File: config.mk
export PLATFORM = sky130hd
export DESIGN_NAME = display_window_chunker
export DESIGN_NICKNAME = d
export VERILOG_FILES = /design/src/dwc_pkg.sv /design/src/display_window_chunker.sv
export SDC_FILE = /design/constraint.sdc
export NUM_CORES = 1
export LEC_CHECK = 0
export ABC_AREA = 1
export BUFFER_PORTS_ARGS = -buffer_cell sky130_fd_sc_hd__buf_4
export CAP_MARGIN = 0
export CORE_MARGIN = 1.5
export CORE_UTILIZATION = 24
export CTS_CLUSTER_DIAMETER = 200
export DETAILED_ROUTE_END_ITERATION = 10
export GPL_TIMING_DRIVEN = 0
export PLACE_DENSITY = 0.4
export RECOVER_POWER = 25
export SLEW_MARGIN = 20
export SYNTH_ARGS = -nofsm -noshare
export SYNTH_HDL_FRONTEND = slang
export SYNTH_SLANG_ARGS = --single-unit
File: constraint.sdc
create_clock -name clk -period 14.5 [get_ports clk]
set_clock_uncertainty 0.05 [all_clocks]
set_input_delay 3.625 -clock clk [delete_from_list [all_inputs] [get_ports clk]]
set_output_delay 3.625 -clock clk [all_outputs]
set_load 0.02 [all_outputs]
File: src/dwc_pkg.sv
// Shared widths, register indexes, status codes and reset values for the
// display window chunker. No dependencies.
`timescale 1ns / 1ps
`default_nettype none

package dwc_pkg;

    // field widths
    localparam int COORD_W  = 10;
    localparam int POS_W    = 11;
    localparam int BYTES_W  = 16;
    localparam int OFFS_W   = 19;
    localparam int STATUS_W = 2;
    localparam int PANEL_W  = 8;
    localparam int TW_W     = 12;   // twice the window width
    localparam int CFG_IDX_W = 2;
    localparam int CFG_DATA_W = 16;

    // configuration register indexes
    localparam logic [CFG_IDX_W-1:0] REG_MAX_XFER  = 2'd0;
    localparam logic [CFG_IDX_W-1:0] REG_PANEL_OFS = 2'd1;
    localparam logic [CFG_IDX_W-1:0] REG_OFS_COLS  = 2'd2;

    // reset values
    localparam logic [BYTES_W-1:0] MAX_XFER_RST  = 16'd28800;
    localparam logic [PANEL_W-1:0] PANEL_OFS_RST = 8'd20;
    localparam logic               OFS_COLS_RST  = 1'b0;

    // result status codes
    localparam logic [STATUS_W-1:0] ST_OK   = 2'd0;
    localparam logic [STATUS_W-1:0] ST_BAD  = 2'd1;
    localparam logic [STATUS_W-1:0] ST_MANY = 2'd2;

    // default band limit
    localparam int MAX_BANDS_DEF = 6;

endpackage

`default_nettype wire

File: src/display_window_chunker.sv
// Display window chunker: splits an offset window into row bands that fit
// one transfer. The first result is registered after a 16-step serial divider
// and a limit check; a reversed window skips both. Then one band per cycle as
// the output is taken. Configuration writes are taken in every cycle.
// Reset: async active low, configuration registers return to 28800 bytes,
// offset 20, rows.
`timescale 1ns / 1ps
`default_nettype none

module display_window_chunker
    import dwc_pkg::*;
#(
    parameter int MAX_BANDS = MAX_BANDS_DEF
) (
    input  wire                   clk,
    input  wire                   rst_n,
    // configuration write channel
    input  wire                   cfg_valid,
    output logic                  cfg_ready,
    input  wire  [CFG_IDX_W-1:0]  cfg_index,
    input  wire  [CFG_DATA_W-1:0] cfg_data,
    // window input channel
    input  wire                   in_valid,
    output logic                  in_ready,
    input  wire  [COORD_W-1:0]    col_first,
    input  wire  [COORD_W-1:0]    col_last,
    input  wire  [COORD_W-1:0]    row_first,
    input  wire  [COORD_W-1:0]    row_last,
    // band result channel
    output logic                  out_valid,
    input  wire                   out_ready,
    output logic [POS_W-1:0]      band_col_start,
    output logic [POS_W-1:0]      band_col_end,
    output logic [POS_W-1:0]      band_row_start,
    output logic [POS_W-1:0]      band_row_end,
    output logic [BYTES_W-1:0]    band_bytes,
    output logic [OFFS_W-1:0]     band_offset,
    output logic [STATUS_W-1:0]   status,
    output logic                  last
);

    localparam int BANDS_W = $clog2(MAX_BANDS + 1);
    localparam int LIM_W   = BYTES_W + BANDS_W;
    localparam int CNT_W   = $clog2(BYTES_W);
    localparam int MUL_W   = POS_W + TW_W;

    // sequencer codes
    localparam logic [2:0] S_IDLE = 3'd0;
    localparam logic [2:0] S_DIV  = 3'd1;
    localparam logic [2:0] S_CHK  = 3'd2;
    localparam logic [2:0] S_EMIT = 3'd3;
    localparam logic [2:0] S_ERR  = 3'd4;

    localparam logic [CNT_W-1:0] CNT_LAST = CNT_W'(BYTES_W - 1);

    // configuration registers
    logic [BYTES_W-1:0]  max_xfer_reg;
    logic [PANEL_W-1:0]  panel_ofs_reg;
    logic                ofs_cols_reg;

    // control state
    logic [2:0]          state_reg, state_next;
    logic [CNT_W-1:0]    cnt_reg, cnt_next;
    logic                out_valid_reg, out_valid_next;

    // window working registers
    logic [POS_W-1:0]    cs_reg, cs_next;
    logic [POS_W-1:0]    ce_reg, ce_next;
    logic [POS_W-1:0]    rs_reg, rs_next;
    logic [POS_W-1:0]    left_reg, left_next;
    logic [TW_W-1:0]     tw_reg, tw_next;
    logic [OFFS_W-1:0]   offs_reg, offs_next;
    logic [STATUS_W-1:0] err_reg, err_next;

    // divider registers
    logic [TW_W-1:0]     div_rem_reg, div_rem_next;
    logic [BYTES_W-1:0]  div_quo_reg, div_quo_next;

    // output registers
    logic [POS_W-1:0]    o_cs_reg, o_cs_next;
    logic [POS_W-1:0]    o_ce_reg, o_ce_next;
    logic [POS_W-1:0]    o_rs_reg, o_rs_next;
    logic [POS_W-1:0]    o_re_reg, o_re_next;
    logic [BYTES_W-1:0]  o_bytes_reg, o_bytes_next;
    logic [OFFS_W-1:0]   o_offs_reg, o_offs_next;
    logic [STATUS_W-1:0] o_status_reg, o_status_next;
    logic                o_last_reg, o_last_next;

    logic                in_fire;
    logic                out_free;
    logic                reversed;
    logic [POS_W-1:0]    width;
    logic [POS_W-1:0]    height;
    logic [POS_W-1:0]    ofs_ext;
    logic [TW_W:0]       trial;
    logic                trial_ge;
    logic [LIM_W-1:0]    band_limit;
    logic                too_many;
    logic                final_band;
    logic [POS_W-1:0]    rows;
    logic [MUL_W-1:0]    prod;
    logic [BYTES_W-1:0]  bytes;

    assign cfg_ready = 1'b1;
    assign in_ready  = (state_reg == S_IDLE);
    assign in_fire   = in_valid && in_ready;
    assign out_free  = !out_valid_reg || out_ready;

    // configuration register writes, unknown indexes ignored
    always_ff @(posedge clk or negedge rst_n)
    begin
        if (!rst_n)
        begin
            max_xfer_reg  <= MAX_XFER_RST;
            panel_ofs_reg <= PANEL_OFS_RST;
            ofs_cols_reg  <= OFS_COLS_RST;
        end
        else if (cfg_valid && cfg_ready)
        begin
            case (cfg_index)
                REG_MAX_XFER:  max_xfer_reg  <= cfg_data;
                REG_PANEL_OFS: panel_ofs_reg <= cfg_data[PANEL_W-1:0];
                REG_OFS_COLS:  ofs_cols_reg  <= cfg_data[0];
                default:       ;
            endcase
        end
    end

    // window geometry at input
    assign reversed = (col_last < col_first) || (row_last < row_first);
    assign width    = POS_W'(col_last) - POS_W'(col_first) + POS_W'(1);
    assign height   = POS_W'(row_last) - POS_W'(row_first) + POS_W'(1);
    assign ofs_ext  = POS_W'(panel_ofs_reg);

    // one restoring division step
    assign trial    = {div_rem_reg, div_quo_reg[BYTES_W-1]};
    assign trial_ge = trial >= {1'b0, tw_reg};

    // band count limit check on the quotient
    assign band_limit = LIM_W'(div_quo_reg) * LIM_W'(MAX_BANDS);
    assign too_many   = LIM_W'(left_reg) > band_limit;

    // current band size
    assign final_band = BYTES_W'(left_reg) <= div_quo_reg;
    assign rows       = final_band ? left_reg : div_quo_reg[POS_W-1:0];
    assign prod       = MUL_W'(rows) * MUL_W'(tw_reg);
    assign bytes      = prod[BYTES_W-1:0];

    // sequencer
    always_comb
    begin
        state_next     = state_reg;
        cnt_next       = cnt_reg;
        out_valid_next = out_valid_reg;
        cs_next        = cs_reg;
        ce_next        = ce_reg;
        rs_next        = rs_reg;
        left_next      = left_reg;
        tw_next        = tw_reg;
        offs_next      = offs_reg;
        err_next       = err_reg;
        div_rem_next   = div_rem_reg;
        div_quo_next   = div_quo_reg;
        o_cs_next      = o_cs_reg;
        o_ce_next      = o_ce_reg;
        o_rs_next      = o_rs_reg;
        o_re_next      = o_re_reg;
        o_bytes_next   = o_bytes_reg;
        o_offs_next    = o_offs_reg;
        o_status_next  = o_status_reg;
        o_last_next    = o_last_reg;

        if (out_valid_reg && out_ready)
        begin
            out_valid_next = 1'b0;
        end

        case (state_reg)
            S_IDLE:
            begin
                if (in_fire)
                begin
                    cs_next      = POS_W'(col_first) + (ofs_cols_reg ? ofs_ext : '0);
                    ce_next      = POS_W'(col_last) + (ofs_cols_reg ? ofs_ext : '0);
                    rs_next      = POS_W'(row_first) + (ofs_cols_reg ? '0 : ofs_ext);
                    left_next    = height;
                    tw_next      = {width, 1'b0};
                    offs_next    = '0;
                    div_rem_next = '0;
                    div_quo_next = max_xfer_reg;
                    cnt_next     = '0;
                    if (reversed)
                    begin
                        err_next   = ST_BAD;
                        state_next = S_ERR;
                    end
                    else
                    begin
                        state_next = S_DIV;
                    end
                end
            end
            S_DIV:
            begin
                div_rem_next = trial_ge ? TW_W'(trial - {1'b0, tw_reg}) : trial[TW_W-1:0];
                div_quo_next = {div_quo_reg[BYTES_W-2:0], trial_ge};
                cnt_next     = cnt_reg + CNT_W'(1);
                if (cnt_reg == CNT_LAST)
                begin
                    state_next = S_CHK;
                end
            end
            S_CHK:
            begin
                if (div_quo_reg == '0)
                begin
                    err_next   = ST_BAD;
                    state_next = S_ERR;
                end
                else if (too_many)
                begin
                    err_next   = ST_MANY;
                    state_next = S_ERR;
                end
                else
                begin
                    state_next = S_EMIT;
                end
            end
            S_EMIT:
            begin
                if (out_free)
                begin
                    out_valid_next = 1'b1;
                    o_cs_next      = cs_reg;
                    o_ce_next      = ce_reg;
                    o_rs_next      = rs_reg;
                    o_re_next      = rs_reg + rows - POS_W'(1);
                    o_bytes_next   = bytes;
                    o_offs_next    = offs_reg;
                    o_status_next  = ST_OK;
                    o_last_next    = final_band;
                    rs_next        = rs_reg + rows;
                    left_next      = left_reg - rows;
                    offs_next      = offs_reg + OFFS_W'(bytes);
                    if (final_band)
                    begin
                        state_next = S_IDLE;
                    end
                end
            end
            S_ERR:
            begin
                if (out_free)
                begin
                    out_valid_next = 1'b1;
                    o_cs_next      = '0;
                    o_ce_next      = '0;
                    o_rs_next      = '0;
                    o_re_next      = '0;
                    o_bytes_next   = '0;
                    o_offs_next    = '0;
                    o_status_next  = err_reg;
                    o_last_next    = 1'b1;
                    state_next     = S_IDLE;
                end
            end
            default:
            begin
                state_next = S_IDLE;
            end
        endcase
    end

    // control registers
    always_ff @(posedge clk or negedge rst_n)
    begin
        if (!rst_n)
        begin
            state_reg     <= S_IDLE;
            cnt_reg       <= '0;
            out_valid_reg <= 1'b0;
        end
        else
        begin
            state_reg     <= state_next;
            cnt_reg       <= cnt_next;
            out_valid_reg <= out_valid_next;
        end
    end

    // datapath registers
    always_ff @(posedge clk)
    begin
        cs_reg       <= cs_next;
        ce_reg       <= ce_next;
        rs_reg       <= rs_next;
        left_reg     <= left_next;
        tw_reg       <= tw_next;
        offs_reg     <= offs_next;
        err_reg      <= err_next;
        div_rem_reg  <= div_rem_next;
        div_quo_reg  <= div_quo_next;
        o_cs_reg     <= o_cs_next;
        o_ce_reg     <= o_ce_next;
        o_rs_reg     <= o_rs_next;
        o_re_reg     <= o_re_next;
        o_bytes_reg  <= o_bytes_next;
        o_offs_reg   <= o_offs_next;
        o_status_reg <= o_status_next;
        o_last_reg   <= o_last_next;
    end

    // result outputs
    assign out_valid      = out_valid_reg;
    assign band_col_start = o_cs_reg;
    assign band_col_end   = o_ce_reg;
    assign band_row_start = o_rs_reg;
    assign band_row_end   = o_re_reg;
    assign band_bytes     = o_bytes_reg;
    assign band_offset    = o_offs_reg;
    assign status         = o_status_reg;
    assign last           = o_last_reg;

endmodule

`default_nettype wire

# Word-level counts from Yosys, hierarchy flattened
# Cells that the tools add are included.
[totals] register_bits=219 inputBits=63 word_cells=136
[op_classes] addsub=13 mul=2 n_lt_le_gt_ge=5 n_eq_ne=14 mux=57 n_reduce_logical=22
[op_table] operator="case mux 11 bit (2 select lines)" n=6
[op_table] operator="two-way mux 11 bit" n=10
[op_table] operator="two-way mux 19 bit" n=4
[op_table] operator="case mux 19 bit (2 select lines)" n=2
[op_table] operator="case mux 16 bit (2 select lines)" n=2
[op_table] operator="two-way mux 16 bit" n=3
[op_table] operator="two-way mux 12 bit" n=2
[op_table] operator="two-way mux 3 bit" n=8
[op_table] operator="case mux 12 bit (2 select lines)" n=1
[op_table] operator="adder 10 x 8 -> 11 bit" n=2
[op_table] operator="adder 11 x 1 -> 11 bit, second input constant" n=2
[op_table] operator="subtractor 10 x 10 -> 11 bit" n=2
[op_table] operator="< comparator 10 bit" n=2
[op_table] operator="adder 19 x 16 -> 19 bit" n=1
[op_table] operator="greater-than comparator 11 x 19 -> 1 bit" n=1
[op_table] operator="multiplier 16 x 2 -> 18 bit, second input constant" n=1
[op_table] operator="<= comparator 11 x 16 -> 1 bit" n=1
[op_table] operator="logical NOT 16 bit" n=1
[op_table] operator="two-way mux 8 bit" n=2
[op_table] operator="multiplier 11 x 11 -> 15 bit" n=1
[op_table] operator="case mux 3 bit (5 select lines)" n=1
[op_table] operator="greater-or-equal comparator 13 x 12 -> 1 bit" n=1
[op_table] operator="two-way mux 2 bit" n=6
[op_table] operator="subtractor 12 bit" n=1
[op_table] operator="30 further kinds" n=50

# Depth between registers and ports, before layout
[logic_depth] word_depth=6 mapped_depth=51 ltp_nobuf=50

# Worst setup path after synthesis
# No wires, ideal clock.
[synth_timing] kind="input to register" from="in out_ready" to="reg o_bytes_reg[10], in the netlist band_bytes[10] (enable)" setup_ps=519 arrival_time_ps=7032 path_slack_ps=6899 stages=2 path_buffers=0 cell_sequence="nor2_1 nor2_1"
[synth_between] elab_chain_cells=3 elab_cells_between_ends=4
[synth_lines] element="from (decl)" line_no="display_window_chunker.sv:31" source="input wire out_ready,"
[synth_lines] element="logical OR 1 bit (*)" line_no="display_window_chunker.sv:107" source="assign out_free = !out_valid_reg || out_ready;"
[synth_lines] element="inequality test 2 bit (no line)"
[synth_lines] element="AND reduction 3 bit (no line) (*)"
[synth_lines] element="to (signal assigned)" line_no="display_window_chunker.sv:308" source="o_bytes_reg <= o_bytes_next;"
[synth_lines] element="to (decl)" line_no="display_window_chunker.sv:84" source="logic [BYTES_W-1:0] o_bytes_reg, o_bytes_next;"
# Mark *: on every way between the ends. The rest lies on a longest branch, timed or not.
# A chain may end at the register's enable or synchronous reset.

# Worst setup path after layout
[layout_timing] from="reg div_quo_reg[10]" to="reg offs_reg[18] (data pin)"
[layout_between] elab_chain_cells=6
[layout_lines] element="from (decl)" line_no="display_window_chunker.sv:77" source="logic [BYTES_W-1:0] div_quo_reg, div_quo_next;"
[layout_lines] element="from (signal assigned)" line_no="display_window_chunker.sv:303" source="div_quo_reg <= div_quo_next;"
[layout_lines] element="<= comparator 11 x 16 -> 1 bit" line_no="display_window_chunker.sv:144" source="assign final_band = BYTES_W'(left_reg) <= div_quo_reg;"
[layout_lines] element="two-way mux 11 bit (*)" line_no="display_window_chunker.sv:145" source="assign rows = final_band ? left_reg : div_quo_reg[POS_W-1:0];"
[layout_lines] element="multiplier 11 x 11 -> 15 bit (*)" line_no="display_window_chunker.sv:146" source="assign prod = MUL_W'(rows) * MUL_W'(tw_reg);"
[layout_lines] element="named net prod[15]" line_no="display_window_chunker.sv:101" source="logic [MUL_W-1:0] prod;"
[layout_lines] element="adder 19 x 16 -> 19 bit (*)" line_no="display_window_chunker.sv:245" source="offs_next = offs_reg + OFFS_W'(bytes);"
[layout_lines] element="two-way mux 19 bit (*)" line_no="display_window_chunker.sv:232" source="if (out_free)"
[layout_lines] element="case mux 19 bit (2 select lines) (*)" line_no="display_window_chunker.sv:178" source="case (state_reg)"
[layout_lines] element="to (signal assigned)" line_no="display_window_chunker.sv:300" source="offs_reg <= offs_next;"
[layout_lines] element="to (decl)" line_no="display_window_chunker.sv:72" source="logic [OFFS_W-1:0] offs_reg, offs_next;"
# The timed path passes the listed nets; every way through them passes the cells marked *. The select of a mux whose other input is x is not followed.

==> impl_metrics.csv <==
group,metric,value,unit
clock_network,htree_levels,1,
global_route,antenna_found_initial,0,
synth,yosys.area.top_type,"edfxtp_1",
synth,synth.area.top_cells,"edfxtp_1 32%, ha_1 14%, fa_1 9.2%, inv_1 8.8%, nand2_1 7.4%",
run_status,outcome,"finished, violations left",
clock_network,clk_pin_slew_worst_paths,0.06,ns
global_route,grt-ovfl-total,0,
sta,tns,0,ns
critical_path,cp_common_cell,"inv_1",
run_status,violations,"max-capacitance violations, max-slew violations",
sta,rsz0062_at_grt,"false",
sta,finalCritPeriodShare,65.65,%
floorplanning,coreArea,71360,um^2
synth,synth_edf_count,183,
routing,via_per_inst,4.253,
critical_path,arrival,9.76,ns
sta,finalMaxSlewViolations,34,
critical_path,max_stage_delay,0.94,ns
global_route,grtUsageTotal,13.84,%
routing,wl,51.26,mm
clock_network,cts_resized,0,
synth,synth_top_area_share,31.82,%
routing,drtPass1Iterations,5,
clock_network,clock-root-buffer,"clkbuf_16",
routing,antenna_violating_nets_post_route,0,
critical_path,startpoint_type,"register",
synth,syn_area_per_cell,8.617,um^2
sta,min_period,9.519,ns
job,maxCapViolations,1,
placed_design,port_buffers,144,
routing,drt_iter0_drc,700,
synth,yosysUniqueCellTypes,54,
floorplanning,io_pins,148,
critical_path,cp_max_fo,10,
clock_network,cts_tree,"built",
critical_path,end_kind,"register",
global_route,grt_first_pass_wirelength,78.94,mm
routing,num_vias,13440,
clock_network,cts_hold_buffers,0,
floorplanning,initial_core_util,24.20,%
clock_network,clk_path_buf_depth,3,
floorplanning,fp.dieW,271.2,um
cells_and_area,syn2layout_area_growth,19.33,%
critical_path,cp_slowest_cell,"o21ai_0",
sta,setup_violations,0,
sta,max_freq,105.1,MHz
global_route,grt_max_degree,34,
clock_network,cts-buffers-inserted,29,
placed_design,gp_congestion,0.8618,
placed_design,hpwl,41.72,mm
synth,ys_ff_latch,216,
global_route,met2_usage,22.92,%
synth,netlist_instances,2004,
clock_network,clock-sinks,216,
global_route,grt-busiest-layer,"met2",
synth,seq_area_frac_synth,36.65,%
clock_network,postCtsSetupBuffers,0,
clock_network,worstSkewPairLatency,0.59,ns
floorplanning,dieArea,73570,um^2
cells_and_area,fill_cells,7691,
sta,tightest_slew,1.823,ns
floorplanning,row_count,98,
global_route,use_met1,18.51,%
synth,yosysWarnings,0,
global_route,use_met3,1.902,%
global_route,grt_pass1_vias,13600,
min_path,hp-class,"register to register",
routing,drcViolationCount,0,
floorplanning,die_height,271.2,um
critical_path,worst_ep_required_time,14.75,ns
cells_and_area,layout.nets,2523,
routing,avgRoutedWirePerCell,16.23,um
synth,ys.flop_type,"edfxtp_1",
sta,slew_headroom,-21.54,%
sta,finalHoldViolations,0,
critical_path,path_class,"register to register",
synth,async_reset_ff_share,15.28,%
cells_and_area,drive_above_1_share,11.01,%
synth,synth_area,17270,um^2
==> logic make-up after synthesis <==
family / share of synthesized area, %
simple gates: 16.40
flops: 36.65
xor+xnor: 3.550
mux: 0.5217
buf+inv: 9.919
other cells: 0.04349
fa+ha+maj: 23.36
compound gates: 9.557
==> routing by layer <==
layer  part of all wire (%)  vias up
met5                      0        -
met4                    3.4        0
met3                    4.0       66
met2                     46      232
met1                     47     6302
li1                       -     6836
==> path summary, 6_finish.rpt <==
| check | from | end | slack [ns] | cells after the start |
|---|---|---|---|---|
| setup / recovery | div_quo_reg[10] | offs_reg[18] | 4.98 | 43 |
| hold / removal | max_xfer_reg[2] | max_xfer_reg[2] | 0.45 | 2 |
| setup reg to reg | div_quo_reg[10] | offs_reg[18] | 4.98 | 43 |
| hold reg to reg | max_xfer_reg[2] | max_xfer_reg[2] | 0.45 | 2 |
| max in group asynchronous | rst_n | panel_ofs_reg[3] | 9.85 | 1 |
| min in group asynchronous | rst_n | out_valid | 3.49 | 1 |
==> final cells by class <==
| cell class | instances | area, um^2 | share of cell area [%] |
|---|---|---|---|
| clock buffers | 34 | 775.7 | 3.764 |
| flip-flops and latches | 216 | 6329 | 30.71 |
| inverters | 412 | 1546 | 7.505 |
| repair buffers | 149 | 1181 | 5.732 |
| plain buffers | 37 | 158.9 | 0.7711 |
| diodes | 1 | 2.502 | 0.01214 |
| clock inverters | 20 | 201.4 | 0.9775 |
| multi-input cells | 1340 | 9224 | 44.76 |
| well taps | 950 | 1189 | 5.768 |
==> cell usage in the layout, fill, tap and decap left out, drive strengths merged, types with 6 or more instances in the layout <==
cell / netlist / final
xor2: 54 / 54
a21o: 8 / 8
or2: 7 / 7
edfxtp: 183 / 183
nor3: 15 / 15
nand4: 15 / 15
inv: 409 / 417
fa: 79 / 79
nand3: 73 / 73
ha: 196 / 196
mux2: 8 / 8
a21oi: 115 / 115
clkinv: 3 / 10
o21a: 7 / 7
nor2: 228 / 228
o21bai: 10 / 10
nand2: 348 / 348
buf: 7 / 150
a31oi: 7 / 7
clkbuf: 30 / 70
o21ai: 120 / 120
xnor2: 16 / 16
dfstp: 6 / 6
dfrtp: 27 / 27
==> synthesized netlist by cell type (3+ instances only) <==
| cell type | instances |
|---|---|
| nor2_2 | 3 |
| edfxtp_1 | 183 |
| nor2_1 | 225 |
| o21ai_0 | 108 |
| xnor2_1 | 16 |
| xor2_1 | 54 |
| clkinv_1 | 3 |
| nand4_1 | 15 |
| ha_1 | 196 |
| o31ai_1 | 4 |
| clkbuf_1 | 30 |
| o211ai_1 | 5 |
| or2_2 | 7 |
| nand2_1 | 342 |
| a31oi_1 | 7 |
| nand2_2 | 3 |
| a211oi_1 | 5 |
| fa_1 | 79 |
| inv_2 | 6 |
| a21oi_1 | 111 |
| o21bai_1 | 9 |
| a21o_1 | 8 |
| buf_4 | 3 |
| dfstp_2 | 6 |
| inv_1 | 403 |
| nand3b_1 | 3 |
| nand2_4 | 3 |
| o21a_1 | 7 |
| a21oi_2 | 3 |
| nand3_1 | 72 |
| nor3_1 | 15 |
| o21ai_1 | 7 |
| dfrtp_1 | 27 |
| o21ai_2 | 5 |
| mux2_2 | 8 |
==> per-stage QoR <==
| step | hold WS, ns | instance area [um^2] | cells | util, % | setup WS, ns |
|---|---|---|---|---|---|
| 6_report | 0.4517 | 20610 | 3159 | 28.88 | 4.981 |
| 3_3_place_gp | 0.4309 | 19540 | 3099 | 27.38 | 4.324 |
| 3_5_place_dp | 0.4337 | 19680 | 3104 | 27.58 | 5.205 |
| 4_1_cts | 0.4484 | 20660 | 3158 | 28.95 | 5.185 |
| 2_1_floorplan | 0.4034 | 17270 | 2005 | - | 6.899 |
| 5_1_grt | 0.4815 | 20600 | 3158 | 28.87 | 4.352 |
==> worst max-delay path: cells and delay by family (launching register included) <==
| family | cells | cell delay, ns |
|---|---|---|
| AOI/OAI and AO/OA | 7 | 1.95 |
| adders and majority gates | 8 | 3.18 |
| buffers and inverters | 12 | 1.68 |
| DFF | 1 | 0.42 |
| and+or+nand+nor | 16 | 1.91 |
Power is not shown: default switching activity piles up to over one toggle a cycle in this logic, so the estimate is an artifact.
